<file path="config.mk">
export PLATFORM = sky130hd
export DESIGN_NAME = ascon_sponge_hash_xof_unit
export DESIGN_NICKNAME = d
export VERILOG_FILES = /design/src/rtl/core/asc_pkg.sv /design/src/rtl/core/asc_front.sv /design/src/rtl/core/asc_back.sv /design/src/rtl/core/ascon_sponge_hash_xof_unit.sv
export SDC_FILE = /design/constraint.sdc
export NUM_CORES = 2
export LEC_CHECK = 0
export ABC_AREA = 1
export BUFFER_PORTS_ARGS = -buffer_cell sky130_fd_sc_hd__buf_2
export CAP_MARGIN = 30
export CORE_ASPECT_RATIO = 1.75
export CORE_MARGIN = 2
export CORE_UTILIZATION = 50
export DETAILED_ROUTE_END_ITERATION = 10
export GPL_TIMING_DRIVEN = 0
export MAX_ROUTING_LAYER = met4
export PLACE_DENSITY = 0.66
export SYNTH_ARGS = -nofsm -noshare
export SYNTH_HDL_FRONTEND = slang
export SYNTH_SLANG_ARGS = --single-unit
</file>
<file path="constraint.sdc">
create_clock -name clk -period 3.9 [get_ports clk]
set_clock_uncertainty 0.15 [all_clocks]
set_input_delay 0 -clock clk [delete_from_list [all_inputs] [get_ports clk]]
set_output_delay 0 -clock clk [all_outputs]
set_load 0.01 [all_outputs]
</file>
<file path="src/rtl/core/asc_pkg.sv">
`timescale 1ns / 1ps

package asc_pkg;

	// Sponge geometry.
	localparam int RATE_BYTES  = 8;
	localparam int PERM_ROUNDS = 12;
	localparam int LANE_W      = 64;
	localparam int POS_W       = 4;
	localparam int ROUND_W     = 4;

	// Input word kinds as they arrive on the stream.
	localparam logic [1:0] KIND_START   = 2'd0;
	localparam logic [1:0] KIND_ABSORB  = 2'd1;
	localparam logic [1:0] KIND_SQUEEZE = 2'd2;
	localparam logic [1:0] KIND_UNUSED  = 2'd3;

	// Configuration register indexes.
	localparam logic [0:0] REG_HASH_IV = 1'b0;
	localparam logic [0:0] REG_XOF_IV  = 1'b1;

	// Reset values of the initial values.
	localparam logic [LANE_W-1:0] HASH_IV_RESET = 64'd8800401358850;
	localparam logic [LANE_W-1:0] XOF_IV_RESET  = 64'd8796106391555;

	// Padding byte for the first squeeze.
	localparam logic [7:0] PAD_BYTE = 8'h01;

	// Round constants of the permutation, first round first.
	localparam logic [7:0] ROUND_CONST [PERM_ROUNDS] = '{
		8'hf0, 8'he1, 8'hd2, 8'hc3, 8'hb4, 8'ha5,
		8'h96, 8'h87, 8'h78, 8'h69, 8'h5a, 8'h4b
	};

	typedef logic [4:0][LANE_W-1:0] lanes_t;

	typedef enum logic [1:0] {
		OP_START,
		OP_ABSORB,
		OP_SQUEEZE
	} op_t;

	// Classified command handed from the front queue to the engine.
	typedef struct packed {
		op_t        op;
		logic [7:0] data;
		logic       xof;
	} cmd_t;

	function automatic logic [LANE_W-1:0] rotr(input logic [LANE_W-1:0] v, input int unsigned n);
		return (v >> n) | (v << (LANE_W - n));
	endfunction

	// One round: constant addition, substitution layer and linear diffusion.
	function automatic lanes_t asc_round(input lanes_t s, input logic [7:0] rc);
		logic [LANE_W-1:0] x0, x1, x2, x3, x4;
		logic [LANE_W-1:0] t0, t1, t2, t3, t4;
		lanes_t r;
		x0 = s[0];
		x1 = s[1];
		x2 = s[2] ^ {{(LANE_W-8){1'b0}}, rc};
		x3 = s[3];
		x4 = s[4];
		x0 = x0 ^ x4;
		x4 = x4 ^ x3;
		x2 = x2 ^ x1;
		t0 = ~x0 & x1;
		t1 = ~x1 & x2;
		t2 = ~x2 & x3;
		t3 = ~x3 & x4;
		t4 = ~x4 & x0;
		x0 = x0 ^ t1;
		x1 = x1 ^ t2;
		x2 = x2 ^ t3;
		x3 = x3 ^ t4;
		x4 = x4 ^ t0;
		x1 = x1 ^ x0;
		x0 = x0 ^ x4;
		x3 = x3 ^ x2;
		x2 = ~x2;
		r[0] = x0 ^ rotr(x0, 19) ^ rotr(x0, 28);
		r[1] = x1 ^ rotr(x1, 61) ^ rotr(x1, 39);
		r[2] = x2 ^ rotr(x2, 1) ^ rotr(x2, 6);
		r[3] = x3 ^ rotr(x3, 10) ^ rotr(x3, 17);
		r[4] = x4 ^ rotr(x4, 7) ^ rotr(x4, 41);
		return r;
	endfunction

endpackage

</file>
<file path="src/rtl/core/asc_front.sv">
`timescale 1ns / 1ps

module asc_front #(
	parameter int DEPTH = 2
) (
	input  logic           clk,
	input  logic           arst_n,
	input  logic           in_valid,
	output logic           in_ready,
	input  logic [1:0]     in_kind,
	input  logic [7:0]     in_data,
	input  logic           in_xof,
	output logic           cmd_valid,
	input  logic           cmd_ready,
	output asc_pkg::cmd_t  cmd
);
	import asc_pkg::*;

	localparam int PTR_W = (DEPTH > 1) ? $clog2(DEPTH) : 1;
	localparam int CNT_W = $clog2(DEPTH + 1);

	cmd_t             mem_q [DEPTH];
	logic [PTR_W-1:0] wr_ptr_q;
	logic [PTR_W-1:0] rd_ptr_q;
	logic [CNT_W-1:0] count_q;
	cmd_t             cls;
	logic             known;
	logic             push;
	logic             pop;

	// Classify the incoming word; the unused kind is taken and dropped.
	always_comb begin
		cls.data = in_data;
		cls.xof  = in_xof;
		cls.op   = OP_START;
		known    = 1'b1;
		unique case (in_kind)
			KIND_START:   cls.op = OP_START;
			KIND_ABSORB:  cls.op = OP_ABSORB;
			KIND_SQUEEZE: cls.op = OP_SQUEEZE;
			default:      known = 1'b0;
		endcase
	end

	assign in_ready  = (count_q != CNT_W'(DEPTH));
	assign push      = in_valid && in_ready && known;
	assign cmd_valid = (count_q != '0);
	assign pop       = cmd_valid && cmd_ready;
	assign cmd       = mem_q[rd_ptr_q];

	// Queue storage.
	always_ff @(posedge clk) begin
		if (push) begin
			mem_q[wr_ptr_q] <= cls;
		end
	end

	// Pointers and fill count.
	always_ff @(posedge clk or negedge arst_n) begin
		if (!arst_n) begin
			wr_ptr_q <= '0;
			rd_ptr_q <= '0;
			count_q  <= '0;
		end else begin
			if (push) begin
				wr_ptr_q <= (wr_ptr_q == PTR_W'(DEPTH - 1)) ? '0 : PTR_W'(wr_ptr_q + 1'b1);
			end
			if (pop) begin
				rd_ptr_q <= (rd_ptr_q == PTR_W'(DEPTH - 1)) ? '0 : PTR_W'(rd_ptr_q + 1'b1);
			end
			case ({push, pop})
				2'b10:   count_q <= CNT_W'(count_q + 1'b1);
				2'b01:   count_q <= CNT_W'(count_q - 1'b1);
				default: count_q <= count_q;
			endcase
		end
	end

endmodule

</file>
<file path="src/rtl/core/asc_back.sv">
`timescale 1ns / 1ps

module asc_back (
	input  logic                     clk,
	input  logic                     arst_n,
	input  logic                     cmd_valid,
	output logic                     cmd_ready,
	input  asc_pkg::cmd_t            cmd,
	input  logic [asc_pkg::LANE_W-1:0] hash_iv,
	input  logic [asc_pkg::LANE_W-1:0] xof_iv,
	output logic                     out_valid,
	input  logic                     out_ready,
	output logic [7:0]               out_byte
);
	import asc_pkg::*;

	localparam logic [ROUND_W-1:0] LAST_ROUND = ROUND_W'(PERM_ROUNDS - 1);
	localparam logic [POS_W-1:0]   RATE_POS   = POS_W'(RATE_BYTES);
	localparam logic [POS_W-1:0]   LAST_POS   = POS_W'(RATE_BYTES - 1);

	lanes_t             lanes_q, lanes_d;
	logic [POS_W-1:0]   pos_q, pos_d;
	logic               pad_q, pad_d;
	logic               busy_q, busy_d;
	logic               emit_q, emit_d;
	logic [ROUND_W-1:0] round_q, round_d;
	logic               out_valid_q, out_valid_d;
	logic [7:0]         out_byte_q, out_byte_d;
	lanes_t             round_out;
	logic               in_rate;
	logic [5:0]         shift;
	logic               take;

	assign in_rate   = (pos_q < RATE_POS);
	assign shift     = {pos_q[2:0], 3'b000};
	assign round_out = asc_round(lanes_q, ROUND_CONST[round_q]);

	// A squeeze needs the output slot free or draining; nothing enters mid-permutation.
	assign cmd_ready = !busy_q && ((cmd.op != OP_SQUEEZE) || !out_valid_q || out_ready);
	assign take      = cmd_valid && cmd_ready;

	assign out_valid = out_valid_q;
	assign out_byte  = out_byte_q;

	// Next state of the sponge and the output slot.
	always_comb begin
		lanes_d     = lanes_q;
		pos_d       = pos_q;
		pad_d       = pad_q;
		busy_d      = busy_q;
		emit_d      = emit_q;
		round_d     = round_q;
		out_valid_d = out_valid_q && !out_ready;
		out_byte_d  = out_byte_q;
		if (busy_q) begin
			lanes_d = round_out;
			if (round_q == LAST_ROUND) begin
				busy_d  = 1'b0;
				round_d = '0;
				if (emit_q) begin
					out_valid_d = 1'b1;
					out_byte_d  = round_out[0][7:0];
					pos_d       = POS_W'(1);
					emit_d      = 1'b0;
				end
			end else begin
				round_d = ROUND_W'(round_q + 1'b1);
			end
		end else if (take) begin
			unique case (cmd.op)
				OP_START: begin
					lanes_d    = '0;
					lanes_d[0] = cmd.xof ? xof_iv : hash_iv;
					pos_d      = '0;
					pad_d      = 1'b1;
					busy_d     = 1'b1;
				end
				OP_ABSORB: begin
					if (in_rate) begin
						lanes_d[0] = lanes_q[0] ^ (LANE_W'(cmd.data) << shift);
					end
					if (pos_q >= LAST_POS) begin
						pos_d  = '0;
						busy_d = 1'b1;
					end else begin
						pos_d = POS_W'(pos_q + 1'b1);
					end
				end
				OP_SQUEEZE: begin
					if (pad_q) begin
						if (in_rate) begin
							lanes_d[0] = lanes_q[0] ^ (LANE_W'(PAD_BYTE) << shift);
						end
						pad_d  = 1'b0;
						pos_d  = '0;
						busy_d = 1'b1;
						emit_d = 1'b1;
					end else if (!in_rate) begin
						pos_d  = '0;
						busy_d = 1'b1;
						emit_d = 1'b1;
					end else begin
						out_valid_d = 1'b1;
						out_byte_d  = lanes_q[0][shift +: 8];
						pos_d       = POS_W'(pos_q + 1'b1);
					end
				end
				default: begin
				end
			endcase
		end
	end

	// Sponge state and control.
	always_ff @(posedge clk or negedge arst_n) begin
		if (!arst_n) begin
			lanes_q     <= '0;
			pos_q       <= '0;
			pad_q       <= 1'b0;
			busy_q      <= 1'b0;
			emit_q      <= 1'b0;
			round_q     <= '0;
			out_valid_q <= 1'b0;
		end else begin
			lanes_q     <= lanes_d;
			pos_q       <= pos_d;
			pad_q       <= pad_d;
			busy_q      <= busy_d;
			emit_q      <= emit_d;
			round_q     <= round_d;
			out_valid_q <= out_valid_d;
		end
	end

	// Output byte register.
	always_ff @(posedge clk) begin
		out_byte_q <= out_byte_d;
	end

endmodule

</file>
<file path="src/rtl/core/ascon_sponge_hash_xof_unit.sv">
`timescale 1ns / 1ps
// A squeeze word that needs no permutation shows its byte through the queue register and
// the output register; one that permutes first runs the 12 rounds in between.
// One word per cycle unless permuting or output-stalled; a start, a rate-filling absorb,
// the first or a rate-crossing squeeze holds the engine 12 rounds, one round per cycle.
// Reset (arst_n low, asynchronous) clears the state, the queue and the output, and restores
// both initial-value registers.

module ascon_sponge_hash_xof_unit #(
	parameter int QUEUE_DEPTH = 2
) (
	input  logic        clk,
	input  logic        arst_n,
	input  logic        s_axis_tvalid,
	output logic        s_axis_tready,
	input  logic [7:0]  s_axis_tdata,   // [7:0] data_byte
	input  logic [2:0]  s_axis_tuser,   // [1:0] kind, [2] xof_mode
	output logic        m_axis_tvalid,
	input  logic        m_axis_tready,
	output logic [7:0]  m_axis_tdata,   // [7:0] out_byte
	input  logic        cfg_valid,
	output logic        cfg_ready,
	input  logic [0:0]  cfg_index,
	input  logic [63:0] cfg_data
);
	import asc_pkg::*;

	logic [LANE_W-1:0] hash_iv_q;
	logic [LANE_W-1:0] xof_iv_q;
	logic              cmd_valid;
	logic              cmd_ready;
	cmd_t              cmd;

	assign cfg_ready = 1'b1;

	// Initial-value registers.
	always_ff @(posedge clk or negedge arst_n) begin
		if (!arst_n) begin
			hash_iv_q <= HASH_IV_RESET;
			xof_iv_q  <= XOF_IV_RESET;
		end else if (cfg_valid && cfg_ready) begin
			unique case (cfg_index)
				REG_HASH_IV: hash_iv_q <= cfg_data;
				REG_XOF_IV:  xof_iv_q  <= cfg_data;
			endcase
		end
	end

	// Front queue: takes words and classifies them.
	asc_front #(
		.DEPTH(QUEUE_DEPTH)
	) u_front (
		.clk      (clk),
		.arst_n   (arst_n),
		.in_valid (s_axis_tvalid),
		.in_ready (s_axis_tready),
		.in_kind  (s_axis_tuser[1:0]),
		.in_data  (s_axis_tdata),
		.in_xof   (s_axis_tuser[2]),
		.cmd_valid(cmd_valid),
		.cmd_ready(cmd_ready),
		.cmd      (cmd)
	);

	// Sponge engine with the output register.
	asc_back u_back (
		.clk      (clk),
		.arst_n   (arst_n),
		.cmd_valid(cmd_valid),
		.cmd_ready(cmd_ready),
		.cmd      (cmd),
		.hash_iv  (hash_iv_q),
		.xof_iv   (xof_iv_q),
		.out_valid(m_axis_tvalid),
		.out_ready(m_axis_tready),
		.out_byte (m_axis_tdata)
	);

endmodule

</file>
==> impl_metrics.env, run 1 <==
export IMPL_outcome="aborted with a tool error"
export IMPL_stop_stage="global routing"
export IMPL_stop_error="[ERROR GRT-0116] Global routing finished with congestion. Check the congestion regions in the DRC Viewer."
export IMPL_h_tree_depth=2
export IMPL_synth_compound_area_share_pct=13.6
export IMPL_synth_xor_area_share_pct=10.8
export IMPL_cts_setup_buffers=0
export IMPL_syn_nets=6427
export IMPL_synth_top_area_share_pct=27.6
export IMPL_syn_instance_count=6210
export IMPL_rows=138
export IMPL_synth_cell_area_um2=40800
export IMPL_numPortBuffers=90
export IMPL_yosysSeqAreaShare_pct=30.7
export IMPL_netlist_cell_type_count=47
export IMPL_dp_hpwl_mm=202
export IMPL_grt_pass1_vias=52400
export IMPL_grt_total_usage_pct=74.7
export IMPL_synth_top_family_by_area="simple AND/OR/NAND/NOR gates"
export IMPL_root_buffer="clkbuf_16"
export IMPL_synth_fa_ha_area_share_pct=4.17
export IMPL_gp_congestion=1.27
export IMPL_io_pins=92
export IMPL_cts_sinks=494
export IMPL_initial_core_util_pct=50.5
export IMPL_ys_seq_elements=494
export IMPL_grt_pass1_wl_mm=453
export IMPL_yosys_warnings=0
export IMPL_synth_top_cell_by_area="dfrtp_1"
export IMPL_synthMuxAreaShare_pct=0
export IMPL_die_w_um=220
export IMPL_cts_buffer_depth=3
export IMPL_synthSimpleGateAreaFrac_pct=32.8
export IMPL_fp_dieH_um=382
export IMPL_cts_buffers=52
export IMPL_grt_start_max_net_pins=108
export IMPL_grt_ovfl_total=1389
export IMPL_yosys_top_cells_area="dfrtp_1, nand2_1, nand3_1, o21ai_0, inv_1"
export IMPL_avgSynthCellArea_um2=6.57
## synth_stat cells (all sizes together)
cell and instances:
nand2 2347, nand3 649, inv 630, o21ai 576, dfrtp 450, a21oi 324, xnor2 278, nor2 273
xor2 162, ha 136, o22ai 131, buf 88, clkbuf 87, edfxtp 30, dfstp 14, a31o 12
nand4 6, nand3b 3, o211ai 3, a31oi 2, nor4 2, or2 2, a21boi 1, a221oi 1
clkinv 1, conb 1, o31ai 1
## stage by stage
stage	instances	instance area (µm²)	worst slack, ns	util [%]	hold slack [ns]
CTS	7574	45800	0.0408	56.6	0.00185
detailed placement	7381	42900	-0.179	53.1	-0.170
global placement	7350	42500	-7.58	52.6	0.0396
floorplan	6210	40800	1.06	-	-0.446
## cell families after synthesis
group / after synthesis
flops: 494
compound gates: 1051
other cells: 1
buf+inv: 806
fa+ha+maj: 136
simple gates: 3282
xor+xnor: 440
## per-layer routing
layer	GRT usage [%]	overflow
met4	70.5	355
met3	52.3	20
met2	94.0	1006
met1	73.8	8
met5	-	-
## repair_timing
| action | in CTS |
|---|---|
| endpoints found under the hold margin | 403 |
| pin swaps | 0 |
| resized for setup | 4 |
| hold buffers | 97 |
| setup endpoints to repair | 4 |
==> run 2, diff against run 1 <==
CORE_ASPECT_RATIO = not set   (was 1.75)
CORE_UTILIZATION = 35   (was 50)
MAX_ROUTING_LAYER = not set   (was met4)
PLACE_DENSITY = not set   (was 0.66)
PLACE_DENSITY_LB_ADDON = 0.15   (was not set)
==> impl_metrics.env, run 2 <==
export IMPL_outcome="complete, but fails checks"
export IMPL_violations="setup timing"
export IMPL_synth_top_area_share_pct=27.6
export IMPL_worst_pin_slew_ns=1.09
export IMPL_drc=0
export IMPL_hold_path_class="input port to flop"
export IMPL_synth_edf_count=30
export IMPL_final_common_cell="nand2_1"
export IMPL_reg_largest_list="u_back.lanes_q x320, hash_iv_q x64, xof_iv_q x64"
export IMPL_grt_ovfl_total=0
export IMPL_avgSynthCellArea_um2=6.57
export IMPL_gp_congestion=1.10
export IMPL_cp_max_fo=6
export IMPL_vias_per_cell=5.62
export IMPL_start_kind="flop"
export IMPL_io_pins=92
export IMPL_num_vias=45800
export IMPL_tritoncts="yes"
export IMPL_grt_pass1_wl_mm=341
export IMPL_layout_common_cells="nand2_1, nand3_1, inv_1"
export IMPL_largest_reg_flops=320
export IMPL_fill_cells=12400
export IMPL_finalInstanceArea_um2=47600
export IMPL_cpMostUsedCell="inv_1"
export IMPL_relSlewSlack_pct=26.9
export IMPL_yosysSeqAreaShare_pct=30.7
export IMPL_clk_latency_ns=0.70
export IMPL_wirelength_mm=254
export IMPL_hold_violations=0
export IMPL_nets=6784
export IMPL_die_area_um2=119000
export IMPL_synth_most_common_cell="nand2_1"
export IMPL_root_buffer="clkbuf_16"
export IMPL_cp_arrival_ns=4.27
export IMPL_yosys_top_cells_area="dfrtp_1, nand2_1, nand3_1, o21ai_0, inv_1"
export IMPL_drv_cap=0
export IMPL_initial_core_util_pct=35.2
export IMPL_syn_instance_count=6210
export IMPL_netlist_cell_type_count=47
export IMPL_drive_above_1_share_pct=8.38
export IMPL_core_area_um2=116000
export IMPL_placed_area_um2=43600
export IMPL_grt_start_max_net_pins=108
export IMPL_critical_path_max_stage_delay_ns=0.89
export IMPL_drtPass1Iterations=6
export IMPL_h_tree_depth=3
export IMPL_ys_seq_elements=494
export IMPL_cts_setup_buffers=0
export IMPL_rows=125
export IMPL_finalMaxSlewViolations=0
export IMPL_finalCriticalPeriod_ns=3.94
export IMPL_dp_hpwl_mm=211
export IMPL_drtIter0Drc=5726
export IMPL_min_period_over_period_pct=101
export IMPL_ys_top_cells_by_count="nand2_1, nand3_1, inv_1"
export IMPL_setup_slack_ns=-0.0356
export IMPL_cts_sinks=494
export IMPL_setup_viol=1
export IMPL_ant_nets=0
export IMPL_cp_required_ns=4.24
export IMPL_grt_total_usage_pct=41.7
export IMPL_routedWlPerCell_um=31.1
export IMPL_antenna_found_initial=11
export IMPL_die_w_um=345
export IMPL_synth_top_cell_by_area="dfrtp_1"
export IMPL_rsz0062_at_grt="no"
export IMPL_fp_dieH_um=345
export IMPL_crit_path_cell_trace="inv_1, ha_1, xnor2_2, xnor2_1, inv_1, nand2_1, a21oi_1, o22ai_1"
export IMPL_syn2layout_area_growth_pct=16.7
export IMPL_path_clk_slew_ns=0.06
export IMPL_async_reset_ff_share_pct=93.9
export IMPL_regMostFlops="u_back.lanes_q"
export IMPL_end_kind="flop"
export IMPL_yosys_warnings=0
export IMPL_syn_nets=6427
export IMPL_cts_buffer_depth=3
export IMPL_synth_cell_area_um2=40800
export IMPL_max_freq_ghz=0.254
export IMPL_grt_pass1_vias=41500
export IMPL_numPortBuffers=90
export IMPL_synth_top_flop_cell="dfrtp_1"
export IMPL_cp_slowest_cell="xnor2_1"
export IMPL_reg2reg_depth=8
export IMPL_hold_depth=4
export IMPL_critPathKind="flop to flop"
export IMPL_cts_buffers=70
==> run 2: per-stage QoR <==
step / util, % / hold slack [ns] / std cells / setup TNS [ns] / setup WS [ns]
after floorplan: - / -0.446 / 6210 / 0 / 1.06
after global placement: 37.2 / 0.0571 / 7824 / -3906.33 / -8.64
after detailed placement: 37.7 / -0.0968 / 7866 / -0.0828 / -0.0828
after CTS: 40.9 / 0.00390 / 8136 / 0 / 0.0109
after global routing: 41.0 / 0.0439 / 8146 / 0 / 0.0225
final: 41.0 / 0.0248 / 8158 / -0.0356 / -0.0356
==> run 2: kinds of logic (layout without fill, tap and decap cells) <==
logic type / Yosys count / after routing / synth area share, %
AOI/OAI and AO/OA: 1051 / 1051 / 13.6
other: 1 / 16 / 0.00920
buffers and inverters: 806 / 1215 / 7.92
and+or+nand+nor: 3282 / 3282 / 32.8
adders and majority gates: 136 / 136 / 4.17
DFF: 494 / 494 / 30.7
xor gates and xnor gates: 440 / 440 / 10.8
==> run 2: worst paths after layout <==
check	slack, ns	to	startpoint
min in group asynchronous	0.35	u_back.lanes_q[123]$_DFFE_PN0P_	arst_n
worst min-delay path	0.02	xof_iv_q[62]$_DFFE_PN0P_	cfg_data[62]
worst max register to register	-0.04	u_back.lanes_q[223]$_DFFE_PN0P_	u_back.lanes_q[95]$_DFFE_PN0P_
worst max-delay path	-0.04	u_back.lanes_q[223]$_DFFE_PN0P_	u_back.lanes_q[95]$_DFFE_PN0P_
max in group asynchronous	2.08	u_back.lanes_q[296]$_DFFE_PN0P_	arst_n
worst min register to register	0.33	hash_iv_q[27]$_DFFE_PN0P_	hash_iv_q[27]$_DFFE_PN0P_
==> run 2: what timing repair did <==
item / 4_1_cts / 5_1_grt
endpoints found under the setup margin: 2 / 44
gates cloned: 0 / 0
resized for setup: 1 / 8
hold endpoints to repair: 438 / 0
hold buffers: 146 / 0
==> run 2: metal layers <==
layer | vias to the layer above | GRT usage (%) | part of all wire [%]
met3 | 641 | 9.18 | 9.3
met1 | 21900 | 51.0 | 38
met5 | - | 0 | 0.011
met4 | 4 | 35.1 | 10
li1 | 20800 | - | -
met2 | 2465 | 62.5 | 42
==> run 2: critical path: cells and delay by family, from the launching register on <==
kind	cells	cell delay (ns)
AO/OA/AOI/OAI	2	0.60
XOR/XNOR	2	1.17
adder cells (fa/ha/maj)	1	0.33
buffers and inverters	2	0.69
flip-flops	1	0.53
AND/OR/NAND/NOR	1	0.28
==> run 2: area by class of cell <==
class | count | area (µm²) | share of cell area [%]
Multi-Input combinational cell | 4910 | 25000 | 52.7
Inverter | 631 | 2370 | 4.99
Tap cell | 1524 | 1910 | 4.01
Buffer | 175 | 867 | 1.82
Clock buffer | 101 | 1980 | 4.16
Antenna cell | 15 | 37.5 | 0.0789
Sequential cell | 494 | 12500 | 26.3
Clock inverter | 23 | 328 | 0.689
Timing Repair Buffer | 285 | 2500 | 5.25
Power of run 2 is left out: the tool's default activity adds up to more than one toggle a clock period on the data nets, which glitch-free logic cannot reach.
